$ cat src/hdl/gsu_pkg.sv
// shared types, constants and helpers for the gsm septet unpacker
package gsu_pkg;

    localparam int QUEUE_DEPTH = 4;

    localparam logic [3:0] HEADER_RESET = 4'd6;
    localparam logic [6:0] CR_CODE      = 7'h0d;
    localparam logic [2:0] LAST_OFFSET  = 3'd6;
    localparam logic [2:0] SEPTET_BITS  = 3'd7;

    typedef struct packed {
        logic [6:0] character;
        logic       char_present;
        logic       end_of_text;
    } result_t;

    typedef struct packed {
        logic [3:0] header_left;
        logic [2:0] bit_offset;
        logic [6:0] carry_bits;
        logic       text_ended;
    } page_state_t;

    localparam result_t END_MARKER = '{character: 7'd0, char_present: 1'b0, end_of_text: 1'b1};

    function automatic page_state_t restart_state(input logic [3:0] header_octets);
        page_state_t s;
        s.header_left = header_octets;
        s.bit_offset  = 3'd0;
        s.carry_bits  = 7'd0;
        s.text_ended  = 1'b0;
        return s;
    endfunction

endpackage

$ cat src/hdl/gsm_septet_unpacker.sv
// top level of the gsm septet unpacker
// Takes one octet of a message page per cycle while the result queue has room, and unpacks
// GSM 7-bit characters after header_octets skipped octets (reset 6). Every octet is decoded
// in the cycle it is accepted against the page state registers; results go into a
// four-entry result queue that drains one result per cycle while m_axis_tready is high.
// Every seventh data octet gives two results, so under a continuous stream the output side
// sets the pace; otherwise one octet is taken every cycle. Results are registered in the
// result queue. A write on the cfg channel is taken at once and restarts the page.
module gsm_septet_unpacker #(
    parameter int QUEUE_DEPTH = gsu_pkg::QUEUE_DEPTH
) (
    input  logic       aclk,
    input  logic       aresetn,

    input  logic       cfg_valid,
    output logic       cfg_ready,
    input  logic [3:0] cfg_data,        // header_octets

    input  logic       s_axis_tvalid,
    output logic       s_axis_tready,
    input  logic [7:0] s_axis_tdata,    // data_octet[7:0]
    input  logic       s_axis_tlast,    // last_octet

    output logic       m_axis_tvalid,
    input  logic       m_axis_tready,
    output logic [7:0] m_axis_tdata,    // character[6:0], zero pad[7]
    output logic       m_axis_tuser,    // char_present
    output logic       m_axis_tlast     // end_of_text
);

    gsu_pkg::page_state_t   state_reg, state_next;
    logic [3:0]             header_octets_reg;
    gsu_pkg::result_t [1:0] results;
    logic [1:0]             result_count;
    logic [1:0]             push_count;
    logic                   in_xfer;
    logic                   cfg_xfer;
    logic                   room;
    gsu_pkg::result_t       head;

    assign cfg_ready     = 1'b1;
    assign cfg_xfer      = cfg_valid && cfg_ready;
    assign s_axis_tready = room;
    assign in_xfer       = s_axis_tvalid && s_axis_tready;
    assign push_count    = in_xfer ? result_count : 2'd0;

    gsu_septet_decode u_decode (
        .state         (state_reg),
        .data_octet    (s_axis_tdata),
        .last_octet    (s_axis_tlast),
        .header_octets (header_octets_reg),
        .state_next    (state_next),
        .results       (results),
        .result_count  (result_count)
    );

    gsu_result_queue #(
        .DEPTH (QUEUE_DEPTH)
    ) u_queue (
        .aclk       (aclk),
        .aresetn    (aresetn),
        .push_data  (results),
        .push_count (push_count),
        .room       (room),
        .head       (head),
        .head_valid (m_axis_tvalid),
        .pop        (m_axis_tready)
    );

    assign m_axis_tdata = {1'b0, head.character};
    assign m_axis_tuser = head.char_present;
    assign m_axis_tlast = head.end_of_text;

    always_ff @(posedge aclk) begin
        if (!aresetn) begin
            header_octets_reg <= gsu_pkg::HEADER_RESET;
            state_reg         <= gsu_pkg::restart_state(gsu_pkg::HEADER_RESET);
        end else if (cfg_xfer) begin
            header_octets_reg <= cfg_data;
            state_reg         <= gsu_pkg::restart_state(cfg_data);
        end else if (in_xfer) begin
            state_reg <= state_next;
        end
    end

    a_state_holds: assert property (@(posedge aclk) disable iff (!aresetn)
        (!in_xfer && !cfg_xfer) |=> $stable(state_reg))
        else $error("page state changed without transfer");

    a_out_holds: assert property (@(posedge aclk) disable iff (!aresetn)
        (m_axis_tvalid && !m_axis_tready) |=> (m_axis_tvalid && $stable(m_axis_tdata)
            && $stable(m_axis_tuser) && $stable(m_axis_tlast)))
        else $error("waiting result changed before transfer");

    a_bare_marker: assert property (@(posedge aclk) disable iff (!aresetn)
        (m_axis_tvalid && !m_axis_tuser) |-> (m_axis_tlast && m_axis_tdata == 8'd0))
        else $error("result without character is not a bare end marker");

endmodule

$ cat src/hdl/gsu_septet_decode.sv
// combinational step: one octet against the page state gives up to two results
module gsu_septet_decode (
    input  gsu_pkg::page_state_t        state,
    input  logic [7:0]                  data_octet,
    input  logic                        last_octet,
    input  logic [3:0]                  header_octets,
    output gsu_pkg::page_state_t        state_next,
    output gsu_pkg::result_t [1:0]      results,
    output logic [1:0]                  result_count
);

    logic [14:0] shifted;
    logic [7:0]  high_part;
    logic [6:0] ch;

    always_comb begin
        shifted   = {7'd0, data_octet} << state.bit_offset;
        high_part = data_octet >> (gsu_pkg::SEPTET_BITS - state.bit_offset);
        ch        = shifted[6:0] | state.carry_bits;

        state_next   = state;
        results      = '0;
        result_count = 2'd0;

        if (state.text_ended) begin
            if (last_octet) begin
                state_next = gsu_pkg::restart_state(header_octets);
            end
        end else begin
            if (state.header_left != 4'd0) begin
                state_next.header_left = state.header_left - 4'd1;
            end else if (ch == gsu_pkg::CR_CODE || ch == 7'd0) begin
                results[0]            = gsu_pkg::END_MARKER;
                result_count          = 2'd1;
                state_next.text_ended = 1'b1;
            end else begin
                results[0]   = '{character: ch, char_present: 1'b1, end_of_text: 1'b0};
                result_count = 2'd1;
                if (state.bit_offset == gsu_pkg::LAST_OFFSET) begin
                    // seventh octet: carried septet comes out as its own character, or as an end marker when zero
                    state_next.bit_offset = 3'd0;
                    state_next.carry_bits = 7'd0;
                    result_count          = 2'd2;
                    if (high_part[6:0] == 7'd0) begin
                        results[1]            = gsu_pkg::END_MARKER;
                        state_next.text_ended = 1'b1;
                    end else begin
                        results[1] = '{character: high_part[6:0], char_present: 1'b1,
                                       end_of_text: 1'b0};
                    end
                end else begin
                    state_next.bit_offset = state.bit_offset + 3'd1;
                    state_next.carry_bits = high_part[6:0];
                end
            end

            if (last_octet) begin
                case (result_count)
                    2'd0: begin
                        results[0]   = gsu_pkg::END_MARKER;
                        result_count = 2'd1;
                    end
                    2'd1:    results[0].end_of_text = 1'b1;
                    2'd2:    results[1].end_of_text = 1'b1;
                    default: results[0].end_of_text = 1'b1;
                endcase
                state_next = gsu_pkg::restart_state(header_octets);
            end
        end
    end

endmodule

$ cat src/hdl/gsu_result_queue.sv
// small result queue: up to two pushes and one pop per cycle
module gsu_result_queue #(
    parameter int DEPTH = gsu_pkg::QUEUE_DEPTH
) (
    input  logic                    aclk,
    input  logic                    aresetn,
    input  gsu_pkg::result_t [1:0]  push_data,
    input  logic [1:0]              push_count,
    output logic                    room,
    output gsu_pkg::result_t        head,
    output logic                    head_valid,
    input  logic                    pop
);

    localparam int PTR_W = (DEPTH > 1) ? $clog2(DEPTH) : 1;
    localparam int CNT_W = $clog2(DEPTH + 1);

    gsu_pkg::result_t mem [DEPTH];

    logic [PTR_W-1:0] wr_ptr_reg, wr_ptr_next;
    logic [PTR_W-1:0] rd_ptr_reg, rd_ptr_next;
    logic [CNT_W-1:0] count_reg, count_next;
    logic [PTR_W-1:0] wr_ptr_second;
    logic             do_pop;

    function automatic logic [PTR_W-1:0] next_ptr(input logic [PTR_W-1:0] p);
        logic [PTR_W-1:0] r;
        if (p == PTR_W'(DEPTH - 1)) begin
            r = '0;
        end else begin
            r = p + PTR_W'(1);
        end
        return r;
    endfunction

    assign room          = (count_reg <= CNT_W'(DEPTH - 2));
    assign head_valid    = (count_reg != '0);
    assign head          = mem[rd_ptr_reg];
    assign do_pop        = pop && head_valid;
    assign wr_ptr_second = next_ptr(wr_ptr_reg);

    always_comb begin
        case (push_count)
            2'd1:    wr_ptr_next = wr_ptr_second;
            2'd2:    wr_ptr_next = next_ptr(wr_ptr_second);
            default: wr_ptr_next = wr_ptr_reg;
        endcase
        rd_ptr_next = do_pop ? next_ptr(rd_ptr_reg) : rd_ptr_reg;
        count_next  = count_reg + CNT_W'(push_count) - CNT_W'(do_pop);
    end

    always_ff @(posedge aclk) begin
        if (push_count != 2'd0) begin
            mem[wr_ptr_reg] <= push_data[0];
        end
        if (push_count == 2'd2) begin
            mem[wr_ptr_second] <= push_data[1];
        end
    end

    always_ff @(posedge aclk) begin
        if (!aresetn) begin
            wr_ptr_reg <= '0;
            rd_ptr_reg <= '0;
            count_reg  <= '0;
        end else begin
            wr_ptr_reg <= wr_ptr_next;
            rd_ptr_reg <= rd_ptr_next;
            count_reg  <= count_next;
        end
    end

    a_count_bound: assert property (@(posedge aclk) disable iff (!aresetn)
        count_reg <= CNT_W'(DEPTH))
        else $error("result queue count beyond depth");

    a_push_needs_room: assert property (@(posedge aclk) disable iff (!aresetn)
        (push_count != 2'd0) |-> room)
        else $error("push into result queue without room");

    a_count_tracks: assert property (@(posedge aclk) disable iff (!aresetn)
        (push_count == 2'd0 && !do_pop) |=> $stable(count_reg))
        else $error("result queue count moved without transfer");

endmodule
$ cat config.mk
export PLATFORM = sky130hd
export DESIGN_NAME = gsm_septet_unpacker
export DESIGN_NICKNAME = d
export VERILOG_FILES = /design/src/hdl/gsu_pkg.sv /design/src/hdl/gsm_septet_unpacker.sv /design/src/hdl/gsu_septet_decode.sv /design/src/hdl/gsu_result_queue.sv
export SDC_FILE = /design/constraint.sdc
export NUM_CORES = 1
export LEC_CHECK = 0
export ABC_AREA = 1
export BUFFER_PORTS_ARGS = -buffer_cell sky130_fd_sc_hd__buf_4
export CORE_MARGIN = 2
export CORE_UTILIZATION = 45
export DETAILED_ROUTE_END_ITERATION = 10
export RECOVER_POWER = 25
export SLEW_MARGIN = 10
export SYNTH_ARGS = -nofsm -noshare
export SYNTH_HDL_FRONTEND = slang
export SYNTH_SLANG_ARGS = --single-unit
$ cat constraint.sdc
create_clock -name aclk -period 3.7 [get_ports aclk]
set_clock_uncertainty 0.1 [all_clocks]
set_input_delay 0.185 -clock aclk [delete_from_list [all_inputs] [get_ports aclk]]
set_output_delay 0.185 -clock aclk [all_outputs]
set_load 0.05 [all_outputs]
==> results_dict.tcl, run 1 <==
set metrics [dict create \
    outcome "completed" \
    layout-area-overhead-vs-synth_pct 10.9 \
    synthFlopType "edfxtp_1" \
    top_layer "met4" \
    period_share_pct 89.6 \
    met3_length_um 481 \
    tns_ns 0 \
    p_leak_nw 2.10 \
    synth_cells 522 \
    netSwitchingPower_mw 1.00 \
    max-slew-margin-rel_pct 47.3 \
    hold_violations 0 \
    setup_ws_ns 0.386 \
    comb_power_share_pct 37.5 \
    synth_fa_ha_area_share_pct 4.91 \
    clockBufferDepth 2 \
    dieArea_mm2 0.00960 \
    die_w_um 98.0 \
    powerDensity_mw_per_mm2 538 \
    rsz0062_at_grt "false" \
    portBuffers 28 \
    ir_drop_mv 0.180 \
    syn-num-nets 555 \
    wl_met1_um 4370 \
    cts_tree "done" \
    first_pass_iters 4 \
    layout_commonest_cell "nand2_1" \
    layout_min_cycle_time_ns 3.31 \
    worstHoldPathCells 2 \
    grt_usage_pct 22.1 \
    regToRegEndpoint "u_queue.mem[3][7]" \
    cts_resized 0 \
    clk_root_buffer_cell "clkbuf_8" \
    setup_viol_count_final 0 \
    nets 587 \
    layout.cells.non_filler 667 \
    synth-xor-area-share_pct 0.661 \
    grt_max_degree 20 \
    crit_required_ns 3.70 \
    ant_nets 0 \
    gr-total-overflow 0 \
    synth_top_family_by_area "simple AND/OR/NAND/NOR gates" \
    synth-seq-cells 64 \
    grt_pass1_vias 3432 \
    die_y_um 98.0 \
    htree_levels 3 \
    dpl.hpwl_um 7620 \
    cts_sinks 64 \
    core_mm2 0.00864 \
    drt_wl_total_um 10200 \
    rows 34 \
    worstPathArrival_ns 3.32 \
    drive_gt1_share_pct 11.6 \
    min_to "header_octets_reg[2]" \
    timing.rr.start "state_reg[8]" \
    start_util_pct 46.0 \
    end_kind "register" \
    cp-start-kind "register" \
    clkLatencyLatePin_ns 0.35 \
    antenna_found_initial 0 \
    clkSlewWorstSetupHoldPaths_ns 0.09 \
    place_inst 648 \
    report.final.slew_viol_count 0 \
    worstSetupPathType "register to register" \
    muxShareOfSynthArea_pct 0 \
    detailroute.via_count 3519 \
    synth_cell_types 40 \
    swShare_pct 42.3 \
    syn-cell-area_mm2 0.00397 \
    avgViaCountPerCell 5.28 \
    synth-edff-count 36 \
    hold_start "cfg_valid" \
    synth-compound-area-share_pct 14.6 \
    intPower_mw 1.37 \
    wire_per_inst_um 15.2 \
    yosys.area_share.simple_pct 29.2 \
    r2r_slack_ns 0.39 \
    synth.yosys.seq_area_share_pct 41.3 \
    yosysWarningCount 0 \
    diodes 0 \
    dpl_worst_slack_ns 0.186 \
    syn-mean-instance-area_um2 7.61 \
    reg2reg_depth 15 \
    wl_met2_um 5090 \
    worstMarginPinSlew_ns 0.785 \
    hold_class "input port to register" \
    largest_reg_flops 36 \
    p_seq_share_pct 37.0 \
    finalWeightedCongestion 0.940 \
    path_max_fanout 16 \
    io_pins 31 \
    drt_iter0_drc 169 \
    grt_pass1_wl_um 16700 \
    clock.fmax_mhz 302 \
    final_cell_mix "nand2_1, nor2_1, inv_1" \
    startpoint "state_reg[8]" \
    cts_buffers 9 \
    ys_async_sr_fraction_pct 0 \
    cap_violations 0 \
    pwr-share-clk_pct 25.5 \
    remaining_drc_errors 0 \
]
-- timing repair --
item                                   CTS  global route
endpoints found under the hold margin    6             0
hold buffers                             3             0
buffers inserted                         0             0
-- worst max-delay path by stage --
stage                                    to  cells after the start
final                     u_queue.mem[3][7]                     15
after global routing      u_queue.mem[3][5]                     15
after CTS                 u_queue.mem[1][6]                     13
after detailed placement  u_queue.mem[1][7]                     13
after global placement    u_queue.mem[1][6]                     13
after floorplan           u_queue.mem[0][0]                      8
-- cells by family (layout without fill, tap and decap cells) --
logic type | Yosys count | in the layout
compound gates | 107 | 107
xor+xnor | 3 | 3
fa+ha+maj | 15 | 15
buf+inv | 80 | 117
flops | 64 | 64
other cells | 2 | 2
simple gates | 251 | 251
-- power groups by stage --
stage,logic [mW],clock network [mW],registers [mW]
after floorplan,0.710,0,0.876
after global placement,0.947,0,0.891
after detailed placement,0.956,0,0.891
after CTS,0.961,0.609,0.875
after global routing,1.00,0.642,0.886
final,0.889,0.604,0.875
-- layout make-up --
class	count	area [µm²]
Fill cell	881	4230
Clock inverter	6	60.1
Multi-Input combinational cell	378	1950
Clock buffer	10	128
Tap cell	108	135
Inverter	61	229
Sequential cell	64	1640
Timing Repair Buffer	40	263
-- per-layer routing --
layer	vias to the layer above	GRT usage [%]
li1	1790	-
met1	1617	27.2
met2	93	38.3
met3	19	3.22
met4	0	10.0
met5	-	0
-- critical path: stages, from the launching register on --
cell and delay [ns]:
dfxtp_1 0.61, inv_2 0.22, nand2_1 0.12, nand3_1 0.07
nand2_1 0.13, nor2_1 0.07, nor2_2 0.12, nand2_2 0.06
nor2_1 0.22, nand2_4 0.08, nand2_1 0.06, nand3_1 0.12
ha_1 0.29, nand2_1 0.40, o21ai_0 0.17, buf_4 0.22
-- stage by stage --
stage / utilization [%] / area, µm² / power (mW) / hold slack [ns]
CTS: 51.8 / 4470 / 2.45 / 0.00683
global placement: 49.3 / 4250 / 1.84 / 0.335
detailed placement: 49.3 / 4250 / 1.85 / 0.337
global route: 51.0 / 4400 / 2.53 / 0.0323
floorplan: - / 3970 / 1.59 / 0.178
finish: 51.0 / 4400 / 2.37 / 0.0149
-- cell usage after synthesis (2+ instances only) --
master    count  area (µm²)
nand3_1      43         215
dfxtp_1      28         561
inv_1        58         218
nor3_1        2        10.0
nand4_2       7        87.6
buf_2         2        10.0
xor2_1        2        17.5
ha_1         14         175
o211ai_1      2        15.0
nand2_4       2        22.5
o22ai_1      12        75.1
inv_2         2        7.51
a21oi_1      19        95.1
o21ai_0      55         275
o21bai_1      4        30.0
nand4_1       2        12.5
buf_6         3        33.8
nand2_1     111         417
buf_4         5        37.5
nor2_1       66         248
nand3_2       2        20.0
nand2_2       8        50.1
conb_1        2        7.51
edfxtp_1     36        1080
clkbuf_1      8        30.0
o21ai_1      10        50.1
nor2_2        4        25.0
Note: power is estimated with default switching activity, not from simulation.
==> run 2, diff against run 1 <==
--- a/config.mk
+++ b/config.mk
@@ -8,7 +8,7 @@
 export ABC_AREA = 1
 export BUFFER_PORTS_ARGS = -buffer_cell sky130_fd_sc_hd__buf_4
 export CORE_MARGIN = 2
-export CORE_UTILIZATION = 45
+export CORE_UTILIZATION = 35
 export DETAILED_ROUTE_END_ITERATION = 10
 export RECOVER_POWER = 25
 export SLEW_MARGIN = 10
==> run 2 against run 1 <==
  * First-iteration DRC count grew 54%
  * Critical path type unchanged
  * Critical endpoint is now u_queue.mem[3][5]
  * Design area grew 3.6%
  * Combinational power shrank 1%
  * Non-clock buffer count shrank 2
  * Highest routed layer unchanged
==> results_dict.tcl, run 2 (synthesized netlist as in run 1, its figures left out) <==
set metrics [dict create \
    outcome "completed" \
    worstHoldPathCells 3 \
    wl_met1_um 4680 \
    avgViaCountPerCell 5.02 \
    hold_start "cfg_data[2]" \
    crit_chain "inv_2, nand2_1, nand3_1, nand3_1, nand2_1, nand3_1, nand2_2, nand2_4, nand3_1, nor2_1, ha_1, nand2_1, o21ai_0, buf_4" \
    reg2reg_depth 14 \
    rsz0062_at_grt "false" \
    diodes 0 \
    htree_levels 3 \
    dpl.hpwl_um 7780 \
    cts_tree "done" \
    core_mm2 0.0109 \
    first_pass_iters 4 \
    cts_sinks 64 \
    grt_usage_pct 17.1 \
    setup_ws_ns 0.435 \
    regToRegEndpoint "u_queue.mem[3][5]" \
    report.final.slew_viol_count 0 \
    p_leak_nw 2.16 \
    wl_met2_um 4860 \
    cts_buffers 9 \
    crit_top_cell "nand3_1" \
    nets 585 \
    clkSlewWorstSetupHoldPaths_ns 0.06 \
    layout.cells.non_filler 697 \
    clkLatencyLatePin_ns 0.33 \
    met3_length_um 356 \
    ir_drop_mv 0.383 \
    drt_iter0_drc 260 \
    grt_max_degree 20 \
    path_max_fanout 16 \
    min_to "state_reg[13]" \
    grt_pass1_wl_um 16900 \
    powerDensity_mw_per_mm2 586 \
    worstSetupPathType "register to register" \
    layout_min_cycle_time_ns 3.26 \
    cpPeakStageDelay_ns 0.63 \
    gr-total-overflow 0 \
    remaining_drc_errors 0 \
    worstMarginPinSlew_ns 0.784 \
    crit_required_ns 3.63 \
    layout-area-overhead-vs-synth_pct 14.9 \
    rows 38 \
    top_layer "met4" \
    detailroute.via_count 3501 \
    portBuffers 28 \
    dpl_worst_slack_ns 0.153 \
    clock.fmax_mhz 306 \
    clockBufferDepth 2 \
    placed_cell_area_mm2 0.00429 \
    layout_commonest_cell "nand2_1" \
    antenna_found_initial 0 \
    hold_violations 0 \
    end_kind "register" \
    drt_wl_total_um 10100 \
    ant_nets 0 \
    cts_resized 0 \
    tns_ns 0 \
    cp-start-kind "register" \
    max-slew-margin-rel_pct 47.4 \
    io_pins 31 \
    r2r_slack_ns 0.44 \
    drive_gt1_share_pct 12.4 \
    final_cell_mix "nand2_1, nor2_1, inv_1" \
    fin_area_mm2 0.00456 \
    largest_reg_flops 36 \
    finalWeightedCongestion 0.917 \
    hold_class "input port to register" \
    clk_root_buffer_cell "clkbuf_16" \
    grt_pass1_vias 3432 \
    period_share_pct 88.2 \
    cp_slowest_cell "dfxtp_1" \
    start_util_pct 36.3 \
    dieArea_mm2 0.0122 \
    die_y_um 111 \
    die_w_um 111 \
    cap_violations 0 \
    worstPathArrival_ns 3.19 \
    timing.rr.start "state_reg[8]" \
    setup_viol_count_final 0 \
    place_inst 680 \
    wire_per_inst_um 14.5 \
]
run 2: stage by stage:
stage | total power [mW] | hold WS (ns) | utilization [%]
6_report | 2.68 | 0.00193 | 41.7
5_1_grt | 2.84 | 0.0251 | 41.7
4_1_cts | 2.75 | 0.00120 | 42.2
3_5_place_dp | 1.84 | 0.338 | 39.3
3_3_place_gp | 1.83 | 0.333 | 39.3
2_1_floorplan | 1.59 | 0.178 | -
run 2: critical path, delay by kind of cell, from the launching register on:
family,cells,cell delay [ns]
simple gates,10,1.26
fa+ha+maj,1,0.30
buf+inv,2,0.45
flops,1,0.63
compound gates,1,0.22
run 2: layer usage:
layer	vias up	GRT usage (%)
met3	18	3.57
met1	1619	22.0
met5	-	0
met2	72	28.4
li1	1792	-
met4	0	6.00
run 2: worst max path at each step:
stage,endpoint,from
3_5_place_dp,u_queue.mem[1][8],state_reg[8]
5_1_grt,u_queue.mem[3][2],state_reg[8]
3_3_place_gp,u_queue.mem[1][7],state_reg[8]
6_report,u_queue.mem[3][5],state_reg[8]
4_1_cts,u_queue.mem[1][7],state_reg[8]
2_1_floorplan,u_queue.mem[0][0],u_queue.count_reg[1]
run 2: repair_timing:
item | in CTS | in global routing
endpoints found under the hold margin | 1 | 0
setup buffers | 0 | 0
hold buffers | 1 | 0
run 2: cell type report:
cell class                 instances  area [µm²]
sequential                        64        1640
tap                              140         175
fill                            1160        6370
clock inverter                     6        83.8
inverter                          61         229
timing repair buffer              38         250
multi-input combinational        378        1960
clock buffer                      10         229
run 2: where the power goes:
| group | leakage (nW) | internal [mW] | switching [mW] |
|---|---|---|---|
| clock network | 0.157 | 0.588 | 0.314 |
| logic | 1.43 | 0.242 | 0.636 |
| registers | 0.567 | 0.828 | 0.0673 |
